### src/encoder_wheel_velocity_core_assert.svh
// ----------------------------------------------------------------------------
// Assertion macros for the encoder wheel velocity core
// Shared property templates, clocked on i_clk and disabled while i_rst_n is low.
// ----------------------------------------------------------------------------
`ifndef ENCODER_WHEEL_VELOCITY_CORE_ASSERT_SVH
`define ENCODER_WHEEL_VELOCITY_CORE_ASSERT_SVH

// The consequent must hold in the same cycle as the antecedent.
`define EWV_ASSERT_SAME(label, ante, cons) \
    label: assert property (@(posedge i_clk) disable iff (!i_rst_n) \
        (ante) |-> (cons)) else $error("ewv: same-cycle check failed");

// The consequent must hold in the cycle after the antecedent.
`define EWV_ASSERT_NEXT(label, ante, cons) \
    label: assert property (@(posedge i_clk) disable iff (!i_rst_n) \
        (ante) |=> (cons)) else $error("ewv: next-cycle check failed");

`endif

### src/ewv_pkg.sv
// ----------------------------------------------------------------------------
// ewv_pkg
// Types, widths and codes shared by the encoder wheel velocity modules.
// ----------------------------------------------------------------------------
package ewv_pkg;

    localparam int COUNT_W   = 16;
    localparam int DIST_W    = 24;
    localparam int IVL_W     = 16;
    localparam int NUM_W     = COUNT_W + DIST_W;
    localparam int DEN_W     = COUNT_W + IVL_W;
    localparam int VEL_W     = NUM_W + 1;
    localparam int STATUS_W  = 2;
    localparam int DIV_STEPS = NUM_W;
    localparam int CNT_W     = $clog2(DIV_STEPS);
    localparam int CFG_IDX_W = 1;
    localparam int CFG_DATA_W = DIST_W;

    localparam logic [COUNT_W-1:0] CPR_RESET  = COUNT_W'(1560);
    localparam logic [DIST_W-1:0]  DPR_RESET  = DIST_W'(52276);

    localparam logic [CFG_IDX_W-1:0] REG_COUNTS_PER_REV   = 1'b0;
    localparam logic [CFG_IDX_W-1:0] REG_DISTANCE_PER_REV = 1'b1;

    typedef enum logic [1:0] {
        DIR_NONE = 2'd0,
        DIR_UP   = 2'd1,
        DIR_DOWN = 2'd2
    } t_dir;

    typedef enum logic [STATUS_W-1:0] {
        ST_UPDATED    = 2'd0,
        ST_DIR_CHANGE = 2'd1,
        ST_ZERO_IVL   = 2'd2
    } t_status;

    typedef enum logic [2:0] {
        S_IDLE,
        S_PREP,
        S_MUL,
        S_DIV,
        S_SIGN,
        S_OUT
    } t_state;

    // Commands from the controller to the datapath.
    typedef struct packed {
        logic capture;
        logic prep;
        logic mul;
        logic div_step;
        logic sign;
        logic load_out;
    } t_cmd;

    // Status from the datapath to the controller.
    typedef struct packed {
        logic updated;
        logic out_free;
    } t_sts;

endpackage

### src/ewv_ctrl.sv
// ----------------------------------------------------------------------------
// ewv_ctrl
// Sequencer for one sample: capture, prepare, then multiply, divide and sign for an updated sample, output.
// ----------------------------------------------------------------------------
module ewv_ctrl (
    input  logic          i_clk,
    input  logic          i_rst_n,
    input  logic          i_valid,
    output logic          o_ready,
    input  ewv_pkg::t_sts i_sts,
    output ewv_pkg::t_cmd o_cmd
);
    import ewv_pkg::*;

    `include "encoder_wheel_velocity_core_assert.svh"

    localparam logic [CNT_W-1:0] LAST_STEP = CNT_W'(DIV_STEPS - 1);

    t_state           r_state, n_state;
    logic [CNT_W-1:0] r_cnt, n_cnt;

    always_ff @(posedge i_clk) begin
        if (!i_rst_n) begin
            r_state <= S_IDLE;
            r_cnt   <= '0;
        end else begin
            r_state <= n_state;
            r_cnt   <= n_cnt;
        end
    end

    always_comb begin
        n_state = r_state;
        n_cnt   = r_cnt;
        o_cmd   = '0;
        o_ready = 1'b0;
        case (r_state)
            S_IDLE: begin
                o_ready = 1'b1;
                if (i_valid) begin
                    o_cmd.capture = 1'b1;
                    n_state       = S_PREP;
                end
            end
            S_PREP: begin
                o_cmd.prep = 1'b1;
                n_state    = i_sts.updated ? S_MUL : S_OUT;
            end
            S_MUL: begin
                o_cmd.mul = 1'b1;
                n_cnt     = '0;
                n_state   = S_DIV;
            end
            S_DIV: begin
                o_cmd.div_step = 1'b1;
                n_cnt          = r_cnt + 1'b1;
                if (r_cnt == LAST_STEP) begin
                    n_state = S_SIGN;
                end
            end
            S_SIGN: begin
                o_cmd.sign = 1'b1;
                n_state    = S_OUT;
            end
            S_OUT: begin
                // Wait until the output register is empty or being emptied.
                if (i_sts.out_free) begin
                    o_cmd.load_out = 1'b1;
                    n_state        = S_IDLE;
                end
            end
            default: begin
                n_state = S_IDLE;
            end
        endcase
    end

    `EWV_ASSERT_NEXT(a_accept_to_prep, i_valid && o_ready, r_state == S_PREP)
    `EWV_ASSERT_NEXT(a_held_skips_div, r_state == S_PREP && !i_sts.updated, r_state == S_OUT)
    `EWV_ASSERT_NEXT(a_div_runs_on, r_state == S_DIV && r_cnt != LAST_STEP, r_state == S_DIV)

endmodule

### src/ewv_datapath.sv
// ----------------------------------------------------------------------------
// ewv_datapath
// Configuration, sample state, delta, products, restoring divider and output.
// ----------------------------------------------------------------------------
module ewv_datapath (
    input  logic                              i_clk,
    input  logic                              i_rst_n,
    input  ewv_pkg::t_cmd                     i_cmd,
    output ewv_pkg::t_sts                     o_sts,
    input  logic                              i_cfg_we,
    input  logic [ewv_pkg::CFG_IDX_W-1:0]     i_cfg_index,
    input  logic [ewv_pkg::CFG_DATA_W-1:0]    i_cfg_data,
    input  logic [ewv_pkg::COUNT_W-1:0]       i_position_count,
    input  logic                              i_count_down,
    input  logic [ewv_pkg::IVL_W-1:0]         i_interval,
    output logic                              o_valid,
    input  logic                              i_ready,
    output logic signed [ewv_pkg::VEL_W-1:0]  o_velocity,
    output logic [ewv_pkg::STATUS_W-1:0]      o_status
);
    import ewv_pkg::*;

    `include "encoder_wheel_velocity_core_assert.svh"

    // Configuration registers.
    logic [COUNT_W-1:0] r_cpr;
    logic [DIST_W-1:0]  r_dpr;

    // Captured sample.
    logic [COUNT_W-1:0] r_pos;
    logic               r_down;
    logic [IVL_W-1:0]   r_ivl;

    // State carried between samples.
    logic [COUNT_W-1:0] r_last_count;
    t_dir               r_last_dir;
    logic [VEL_W-1:0]   r_held;

    // Working registers.
    logic [COUNT_W-1:0] r_mod;
    logic [COUNT_W-1:0] r_delta;
    t_status            r_status;
    logic [NUM_W-1:0]   r_num;
    logic [DEN_W-1:0]   r_den;
    logic [DEN_W-1:0]   r_rem;

    // Output register.
    logic               r_out_valid;
    logic [VEL_W-1:0]   r_out_vel;
    t_status            r_out_status;

    logic [COUNT_W-1:0] n_mod, n_mod_m1, n_cur, n_prev, n_delta;
    logic [COUNT_W:0]   n_wrap_up, n_wrap_dn;
    t_dir               n_dir;
    t_status            n_status;
    logic [DEN_W:0]     n_trial, n_diff;
    logic               n_ge;
    logic [NUM_W-1:0]   n_prod;
    logic [DEN_W-1:0]   n_den;

    // A zero modulus behaves as one; counts at or above it are clamped.
    always_comb begin
        n_mod     = (r_cpr == '0) ? COUNT_W'(1) : r_cpr;
        n_mod_m1  = n_mod - 1'b1;
        n_cur     = (r_pos >= n_mod) ? n_mod_m1 : r_pos;
        n_prev    = (r_last_count >= n_mod) ? n_mod_m1 : r_last_count;
        n_dir     = r_down ? DIR_DOWN : DIR_UP;
        n_wrap_up = {1'b0, n_cur} + {1'b0, n_mod} - {1'b0, n_prev};
        n_wrap_dn = {1'b0, n_prev} + {1'b0, n_mod} - {1'b0, n_cur};
        if (n_dir == DIR_UP) begin
            n_delta = (n_cur < n_prev) ? n_wrap_up[COUNT_W-1:0] : (n_cur - n_prev);
        end else begin
            n_delta = (n_cur > n_prev) ? n_wrap_dn[COUNT_W-1:0] : (n_prev - n_cur);
        end
        // A direction change is checked before the interval.
        if (n_dir != r_last_dir) begin
            n_status = ST_DIR_CHANGE;
        end else if (r_ivl == '0) begin
            n_status = ST_ZERO_IVL;
        end else begin
            n_status = ST_UPDATED;
        end
    end

    assign n_prod = r_dpr * r_delta;
    assign n_den  = r_mod * r_ivl;

    // One quotient bit per step of the restoring divider.
    assign n_trial = {r_rem, r_num[NUM_W-1]};
    assign n_ge    = (n_trial >= {1'b0, r_den});
    assign n_diff  = n_trial - {1'b0, r_den};

    always_ff @(posedge i_clk) begin
        if (!i_rst_n) begin
            r_cpr        <= CPR_RESET;
            r_dpr        <= DPR_RESET;
            r_last_count <= '0;
            r_last_dir   <= DIR_NONE;
            r_held       <= '0;
            r_out_valid  <= 1'b0;
        end else begin
            if (i_cfg_we) begin
                case (i_cfg_index)
                    REG_COUNTS_PER_REV:   r_cpr <= i_cfg_data[COUNT_W-1:0];
                    REG_DISTANCE_PER_REV: r_dpr <= i_cfg_data;
                    default: ;
                endcase
            end
            if (i_cmd.prep) begin
                r_last_count <= n_cur;
                r_last_dir   <= n_dir;
            end
            if (i_cmd.sign) begin
                r_held <= r_down ? (VEL_W'(0) - {1'b0, r_num}) : {1'b0, r_num};
            end
            if (i_cmd.load_out) begin
                r_out_valid <= 1'b1;
            end else if (i_ready) begin
                r_out_valid <= 1'b0;
            end
        end
    end

    always_ff @(posedge i_clk) begin
        if (i_cmd.capture) begin
            r_pos  <= i_position_count;
            r_down <= i_count_down;
            r_ivl  <= i_interval;
        end
        if (i_cmd.prep) begin
            r_mod    <= n_mod;
            r_delta  <= n_delta;
            r_status <= n_status;
        end
        if (i_cmd.mul) begin
            r_num <= n_prod;
            r_den <= n_den;
            r_rem <= '0;
        end
        if (i_cmd.div_step) begin
            r_rem <= n_ge ? n_diff[DEN_W-1:0] : n_trial[DEN_W-1:0];
            r_num <= {r_num[NUM_W-2:0], n_ge};
        end
        if (i_cmd.load_out) begin
            r_out_vel    <= r_held;
            r_out_status <= r_status;
        end
    end

    assign o_sts.updated  = (n_status == ST_UPDATED);
    assign o_sts.out_free = !r_out_valid || i_ready;

    assign o_valid    = r_out_valid;
    assign o_velocity = r_out_vel;
    assign o_status   = r_out_status;

    `EWV_ASSERT_SAME(a_rem_below_den, i_cmd.div_step, r_rem < r_den)
    `EWV_ASSERT_NEXT(a_down_not_positive, i_cmd.sign && r_down, r_held[VEL_W-1] || r_held == '0)
    `EWV_ASSERT_NEXT(a_out_held, r_out_valid && !i_ready, r_out_valid && $stable(r_out_vel))

endmodule

### src/encoder_wheel_velocity_core.sv
// ----------------------------------------------------------------------------
// encoder_wheel_velocity_core
// Wheel velocity from successive samples of a wrapping quadrature counter.
// ----------------------------------------------------------------------------
// Each accepted sample yields exactly one result. A sample whose direction
// differs from the previous one (and the first sample after reset), or whose
// interval is zero, returns the held velocity with a nonzero status: one
// state wraps the count delta and decides the status, the next loads the
// output register. An updated velocity passes through the states that wrap
// the count delta, form the two products, run the one-bit-per-cycle
// restoring divider, which sets the rate, apply the sign and load the output
// register. A new sample is taken from the cycle after the previous one has
// been handed to the output register, which may still be waiting for its
// transfer, so the block never takes a sample while one is in progress.
// Configuration writes are always accepted and must only be made while the
// block is idle.
module encoder_wheel_velocity_core (
    input  logic                              i_clk,
    input  logic                              i_rst_n,
    input  logic                              i_valid,
    output logic                              o_ready,
    input  logic [ewv_pkg::COUNT_W-1:0]       i_position_count,
    input  logic                              i_count_down,
    input  logic [ewv_pkg::IVL_W-1:0]         i_interval,
    output logic                              o_valid,
    input  logic                              i_ready,
    output logic signed [ewv_pkg::VEL_W-1:0]  o_velocity,
    output logic [ewv_pkg::STATUS_W-1:0]      o_status,
    input  logic                              i_cfg_valid,
    output logic                              o_cfg_ready,
    input  logic [ewv_pkg::CFG_IDX_W-1:0]     i_cfg_index,
    input  logic [ewv_pkg::CFG_DATA_W-1:0]    i_cfg_data
);
    import ewv_pkg::*;

    t_cmd w_cmd;
    t_sts w_sts;

    assign o_cfg_ready = 1'b1;

    ewv_ctrl u_ctrl (
        .i_clk   (i_clk),
        .i_rst_n (i_rst_n),
        .i_valid (i_valid),
        .o_ready (o_ready),
        .i_sts   (w_sts),
        .o_cmd   (w_cmd)
    );

    ewv_datapath u_datapath (
        .i_clk            (i_clk),
        .i_rst_n          (i_rst_n),
        .i_cmd            (w_cmd),
        .o_sts            (w_sts),
        .i_cfg_we         (i_cfg_valid && o_cfg_ready),
        .i_cfg_index      (i_cfg_index),
        .i_cfg_data       (i_cfg_data),
        .i_position_count (i_position_count),
        .i_count_down     (i_count_down),
        .i_interval       (i_interval),
        .o_valid          (o_valid),
        .i_ready          (i_ready),
        .o_velocity       (o_velocity),
        .o_status         (o_status)
    );

endmodule
### config.mk
export PLATFORM = sky130hd
export DESIGN_NAME = encoder_wheel_velocity_core
export DESIGN_NICKNAME = d
export VERILOG_FILES = /design/src/ewv_pkg.sv /design/src/ewv_ctrl.sv /design/src/ewv_datapath.sv /design/src/encoder_wheel_velocity_core.sv
export VERILOG_INCLUDE_DIRS = /design/src /design/src/src
export SDC_FILE = /design/constraint.sdc
export NUM_CORES = 2
export LEC_CHECK = 0
export ABC_CLOCK_PERIOD_IN_PS = 21800
export BUFFER_PORTS_ARGS = -buffer_cell sky130_fd_sc_hd__buf_2
export CAP_MARGIN = 20
export CORE_UTILIZATION = 60
export CTS_CLUSTER_DIAMETER = 60
export CTS_CLUSTER_SIZE = 20
export DETAILED_ROUTE_END_ITERATION = 7
export PLACE_DENSITY = 0.82
export SLEW_MARGIN = 20
export SYNTH_ARGS = -nofsm -noshare
export SYNTH_HDL_FRONTEND = slang
export SYNTH_SLANG_ARGS = --single-unit
### constraint.sdc
create_clock -name i_clk -period 21.8 [get_ports i_clk]
set_input_delay 1.09 -clock i_clk [delete_from_list [all_inputs] [get_ports i_clk]]
set_output_delay 1.09 -clock i_clk [all_outputs]
set_load 0.05 [all_outputs]
# Word level (Yosys, flattened, before mapping)
# Cells that the tools add are included.
[op_classes]
bitwise = 1
magnitude_cmp = 5
eq_ne = 11
add_sub_neg = 10
reduce_logical = 12
mul = 2
muxes = 32
[op_table]
columns = ["operator", "n"]
rows = [
  ["2-to-1 mux 16 bit", 6],
  ["2-to-1 mux 32 bit", 3],
  ["2-to-1 mux 40 bit", 2],
  ["subtractor 16 bit", 4],
  ["2-to-1 mux 41 bit", 1],
  ["subtractor 1 x 40 -> 41 bit (first input constant)", 1],
  ["multiplier 24 x 16 -> 40 bit", 1],
  ["greater-or-equal comparator 33 x 32 -> 1 bit", 1],
  ["adder 16 bit", 2],
  ["greater-or-equal comparator 16 bit", 2],
  ["logical NOT 16 bit", 2],
  ["multiplier 16 x 16 -> 32 bit", 1],
  ["subtractor 32 bit", 1],
  ["one-hot mux 3 bit (6 select lines)", 1],
  ["greater-than comparator 16 bit", 1],
  ["less-than comparator 16 bit", 1],
  ["subtractor 16 x 1 -> 16 bit (second input constant)", 1],
  ["2-to-1 mux 3 bit", 4],
  ["one-hot mux 6 bit (2 select lines)", 1],
  ["2-to-1 mux 1 bit", 11],
  ["adder 6 x 1 -> 6 bit (second input constant)", 1],
  ["== test 3 x 2 -> 1 bit (second input constant)", 2],
  ["== test 3 bit (second input constant)", 2],
  ["== test 6 bit (second input constant)", 1],
  ["14 further kinds", 20],
]
[totals]
input_bits = 63
out_inout_bits = 46
register_bits = 323
word_cells = 92

# Depth between registers and ports, before layout
[depth]
ltp_word = 8
mapped_depth = 32
mapped_depth_nobuf = 31

# By module
# From an unflattened synthesis, not the netlist that was laid out.
[unflattened]
cells_unflattened = 4356
hier_area_um2 = 40098.5
[by_module_without_submodules]
columns = ["mod", "seq_area_each_um2", "area_each_um2", "instances", "cells_each"]
rows = [
  ["ewv_datapath", 8428.1, 39559.2, 1, 4291],
  ["ewv_ctrl", 180.2, 528.0, 1, 63],
  ["encoder_wheel_velocity_core", 0.0, 11.3, 1, 2],
]

# Worst setup path after synthesis
# No wires, ideal clock.
[synth_timing]
path_kind = "register to register"
startpoint = "reg u_datapath.r_cpr[8]"
endpoint = "reg u_datapath.r_delta[15] (data pin)"
period_less_slack_ns = 7.310
path_stages_with_launch = 30
arrival_ns = 7.045
slack_ns = 14.490
setup_time_ns = 0.265
cell_sequence = "dfxtp_1 or4_1 nor3_1 nand4_1 o21ba_2 inv_1 ha_1 nand2b_1 a21o_1 a21o_1 a21oi_1 nor2b_1 o21ai_0 and3_1 o21ai_1 clkbuf_1 mux2i_1 inv_1 fa_1 ha_1 a211oi_2 o21ai_1 o31a_1 a41o_1 o41ai_2 o311ai_1 or4_1 a21o_1 a22oi_1 xor2_1"
[synth_between]
elab_chain_cells = 8
elab_cells_between_ends = 18
[synth_rtl]
columns = ["element", "line", "rtl"]
rows = [
  ["start: declaration", "ewv_datapath.sv:26", "logic [COUNT_W-1:0] r_cpr;"],
  ["start signal: assignment", "ewv_datapath.sv:104", "REG_COUNTS_PER_REV: r_cpr <= i_cfg_data[COUNT_W-1:0];"],
  ["logical NOT 16 bit (*)", "ewv_datapath.sv:63", "n_mod = (r_cpr == '0) ? COUNT_W'(1) : r_cpr;"],
  ["2-to-1 mux 16 bit (*)", "ewv_datapath.sv:63", ""],
  ["named net u_datapath.n_mod[0]", "ewv_datapath.sv:52", "logic [COUNT_W-1:0] n_mod, n_mod_m1, n_cur, n_prev, n_delta;"],
  ["subtractor 16 x 1 -> 16 bit / greater-or-equal comparator 16 bit (equally long branches)", "ewv_datapath.sv:64, ewv_datapath.sv:65", ""],
  ["2-to-1 mux 16 bit (*)", "ewv_datapath.sv:65", "n_cur = (r_pos >= n_mod) ? n_mod_m1 : r_pos;"],
  ["named net u_datapath.n_cur[1]", "ewv_datapath.sv:52", ""],
  ["adder 16 bit", "ewv_datapath.sv:68", "n_wrap_up = {1'b0, n_cur} + {1'b0, n_mod} - {1'b0, n_prev};"],
  ["subtractor 16 bit", "ewv_datapath.sv:68", ""],
  ["2-to-1 mux 16 bit", "ewv_datapath.sv:71", "n_delta = (n_cur < n_prev) ? n_wrap_up[COUNT_W-1:0] : (n_cur - n_prev);"],
  ["2-to-1 mux 16 bit (*)", "ewv_datapath.sv:70", "if (n_dir == DIR_UP) begin"],
  ["named net u_datapath.n_delta[15]", "ewv_datapath.sv:52", ""],
  ["end signal: assignment", "ewv_datapath.sv:132", "r_delta <= n_delta;"],
  ["end: declaration", "ewv_datapath.sv:41", "logic [COUNT_W-1:0] r_delta;"],
]
# The timed path passes the listed nets; every way through them passes the cells marked *.
# A chain may end at the register's enable or synchronous reset.

# Worst setup path in the final report
[layout_timing]
startpoint = "reg u_datapath.r_cpr[8]"
endpoint = "reg u_datapath.r_delta[15] (data pin)"
[layout_between]
elab_chain_cells = 8
elab_cells_between_ends = 18
[layout_rtl]
columns = ["element", "line", "rtl"]
rows = [
  ["logical NOT 16 bit (*)", "ewv_datapath.sv:63", ""],
  ["2-to-1 mux 16 bit (*)", "ewv_datapath.sv:63", ""],
  ["named net u_datapath.n_mod[0]", "ewv_datapath.sv:52", ""],
  ["subtractor 16 x 1 -> 16 bit, or another cell as far along", "ewv_datapath.sv:64", "n_mod_m1 = n_mod - 1'b1;"],
  ["2-to-1 mux 16 bit (on tied branches)", "ewv_datapath.sv:66, ewv_datapath.sv:65", ""],
  ["adder 16 bit (on tied branches)", "ewv_datapath.sv:69, ewv_datapath.sv:68", ""],
  ["subtractor 16 bit (on tied branches)", "ewv_datapath.sv:69, ewv_datapath.sv:68", ""],
  ["2-to-1 mux 16 bit (on tied branches)", "ewv_datapath.sv:73, ewv_datapath.sv:71", ""],
  ["2-to-1 mux 16 bit (*)", "ewv_datapath.sv:70", ""],
  ["named net u_datapath.n_delta[15]", "ewv_datapath.sv:52", ""],
]
# Marked as above.

==> results.yml <==
critical_path:
  slowest_delay_ns: 0.64
  crit_path_frequent_cell: "a21o_1"
  r2r_slack_ns: 13.86
  slowest_stage: "or4_1"
  cp_data_required_time_ns: 22.17
  worst-path-max-fanout: 11
  cp-start-kind: "flop"
  path_class: "flop to flop"
  end_kind: "flop"
  arrival_ns: 8.31
floorplanning:
  pin_count: 109
  num_rows: 94
  start_util: 0.606
  die_area_um2: 67300
  die-height_um: 259
  core_area_um2: 65600
  die_width_um: 259
route:
  routed_via_density: 5.80
  wirelength_um: 95700
  ant_nets: 0
  wl_per_cell_um: 18.5
  drc: 0
  firstDrtPassIters: 6
  drt_iter0_markers: 2460
  vias: 29956
logic_synthesis:
  yosysTopAreaCellShare: 0.268
  yosysUniqueCellTypes: 86
  synth_compound_area_frac: 0.109
  synth_edf_count: 214
  yosysWarnings: 0
  muxShareOfSynthArea: 0.0153
  synth_top_cell_by_area: "fa_1"
  syn-mean-instance-area_um2: 9.20
  synth_nets: 5262
  synth_async_sr_flop_share: 0
  synthAdderAreaFrac: 0.377
  ys_seq_area_frac: 0.217
  synth_xor_area_frac: 0.0399
  syn_area_um2: 39800
  synth_top_family_by_area: "adder cells"
  synth.top_cells.by_area: "fa_1 27%, edfxtp_1 16%, ha_1 11%"
  syn_inst: 4320
  synthSimpleGateAreaFrac: 0.154
  synth_ff_type: "edfxtp_1"
  ys_ff_latch: 323
sta:
  finalSetupTns_ns: 0
  finClkSkew_ns: 0.0205
  rsz0062_at_grt: "false"
  hold_viol: 0
  setup_viol: 0
  worst_slew_pin_slew_ns: 1.08
  post-route-min-period_ns: 7.94
  drv_slew: 0
  fmax_mhz: 126
  fin_crit_sh: 0.364
  worst_slew_margin_rel: 0.278
cts:
  clkTransAtPathRegs_ns: 0.08
  numCtsBuffers: 31
  htreeDepth: 1
  clockRootBuffer: "clkbuf_16"
  holdBufCountCts: 0
  cts_buffer_depth: 3
  insertion_delay_ns: 0.64
  postCtsResizedCells: 0
  post_cts_buffers: 0
  cts.sinks: 323
  cts_tree: "built"
grt:
  antenna_found_initial: 2
  grt_pass1_vias: 30786
  grt_overflow: 0
  track_usage: 0.291
  grt_max_degree: 76
  grt_pass1_wl_um: 157000
final_layout:
  final_common_cell: "inv_1"
  nets: 5218
  area_delta_synth_final_pct: 5.51
  mostFrequentLayoutCells: "713 x inv_1, 663 x nand2_1, 533 x fa_1"
  drive_gt1_frac: 0.0535
  diodes: 0
placement:
  gp_congestion: 0.956
  io_buffers: 107
  hpwlAfterDp_um: 73400
min_path:
  hold_path.class: "flop to flop"
flow_run:
  maxCapViolations: 0
outcome:
  status: "finished clean"
-- through the flow --
step	cells	instance area [µm²]	hold slack [ns]	utilization	setup slack, ns
after global placement	5106	40800	0.402	0.621	14.09
after detailed placement	5107	40800	0.405	0.622	14.01
final	5165	41900	0.424	0.639	13.86
after floorplan	4320	39800	0.400	-	14.49
after CTS	5165	41900	0.425	0.639	13.96
after global routing	5165	41900	0.431	0.639	13.50
-- worst max-delay path: cells and delay by family (launching register included) --
family / cells / cell delay, ns
compound gates: 16 / 3.55
xor+xnor: 1 / 0.09
simple gates: 5 / 1.67
fa+ha+maj: 3 / 1.03
flops: 1 / 0.42
mux: 1 / 0.39
buf+inv: 3 / 0.51
-- flip-flops by register name (all words and copies together) (netlist names), 24 cells and up --
name and flops:
u_datapath.r_dpr 24, u_datapath.r_held 41, u_datapath.o_velocity 41, u_datapath.r_rem 32
u_datapath.r_den 32, u_datapath.r_num 40
-- layer usage --
layer	vias to the layer above	GRT usage	routed length (µm)
met1	14528	0.395	39600
met2	1386	0.468	43500
met5	-	0	15
met4	2	0.107	3630
met3	260	0.0524	8910
li1	13780	-	-
-- cells in the mapped netlist (36+ instances only) --
master and instances:
nor2_1 151, a21o_1 83, inv_1 714, and2_1 264
xnor2_1 96, nand3_1 36, a21oi_1 153, a21boi_0 41
ha_1 346, o21ai_0 113, xor2_1 85, nor3_1 40
clkbuf_1 197, mux2i_1 45, edfxtp_1 214, nand2_1 664
fa_1 533, dfxtp_1 109
-- logic make-up (layout without fill, tap and decap cells) --
kind of cell | count (synthesis) | after routing
AO/OA/AOI/OAI | 645 | 645
other | 1 | 1
XOR/XNOR | 181 | 181
flip-flops | 323 | 323
multiplexers | 59 | 59
buffers and inverters | 924 | 905
AND/OR/NAND/NOR | 1308 | 1308
adder cells (fa/ha/maj) | 879 | 879
-- worst paths after layout --
| check | startpoint | end | cells past startpoint |
|---|---|---|---|
| setup / recovery | u_datapath.r_cpr[8]$_SDFFE_PN0P_ | u_datapath.r_delta[15]$_DFFE_PN_ | 29 |
| hold / removal | u_datapath.r_status[0]$_DFFE_PN_ | u_datapath.o_status[0]$_DFFE_PP_ | 0 |
| setup reg to reg | u_datapath.r_cpr[8]$_SDFFE_PN0P_ | u_datapath.r_delta[15]$_DFFE_PN_ | 29 |
| hold reg to reg | u_datapath.r_status[0]$_DFFE_PN_ | u_datapath.o_status[0]$_DFFE_PP_ | 0 |
-- layout make-up --
class / count / area, µm²
fill: 5162 / 23700
multi-input combinational: 3073 / 27700
inverter: 715 / 2680
clock inverter: 21 / 323
tap: 864 / 1080
sequential: 323 / 8610
clock buffer: 37 / 808
timing repair buffer: 132 / 746
Power is not shown: default switching activity piles up to over one toggle a cycle in this logic, so the estimate is an artifact.
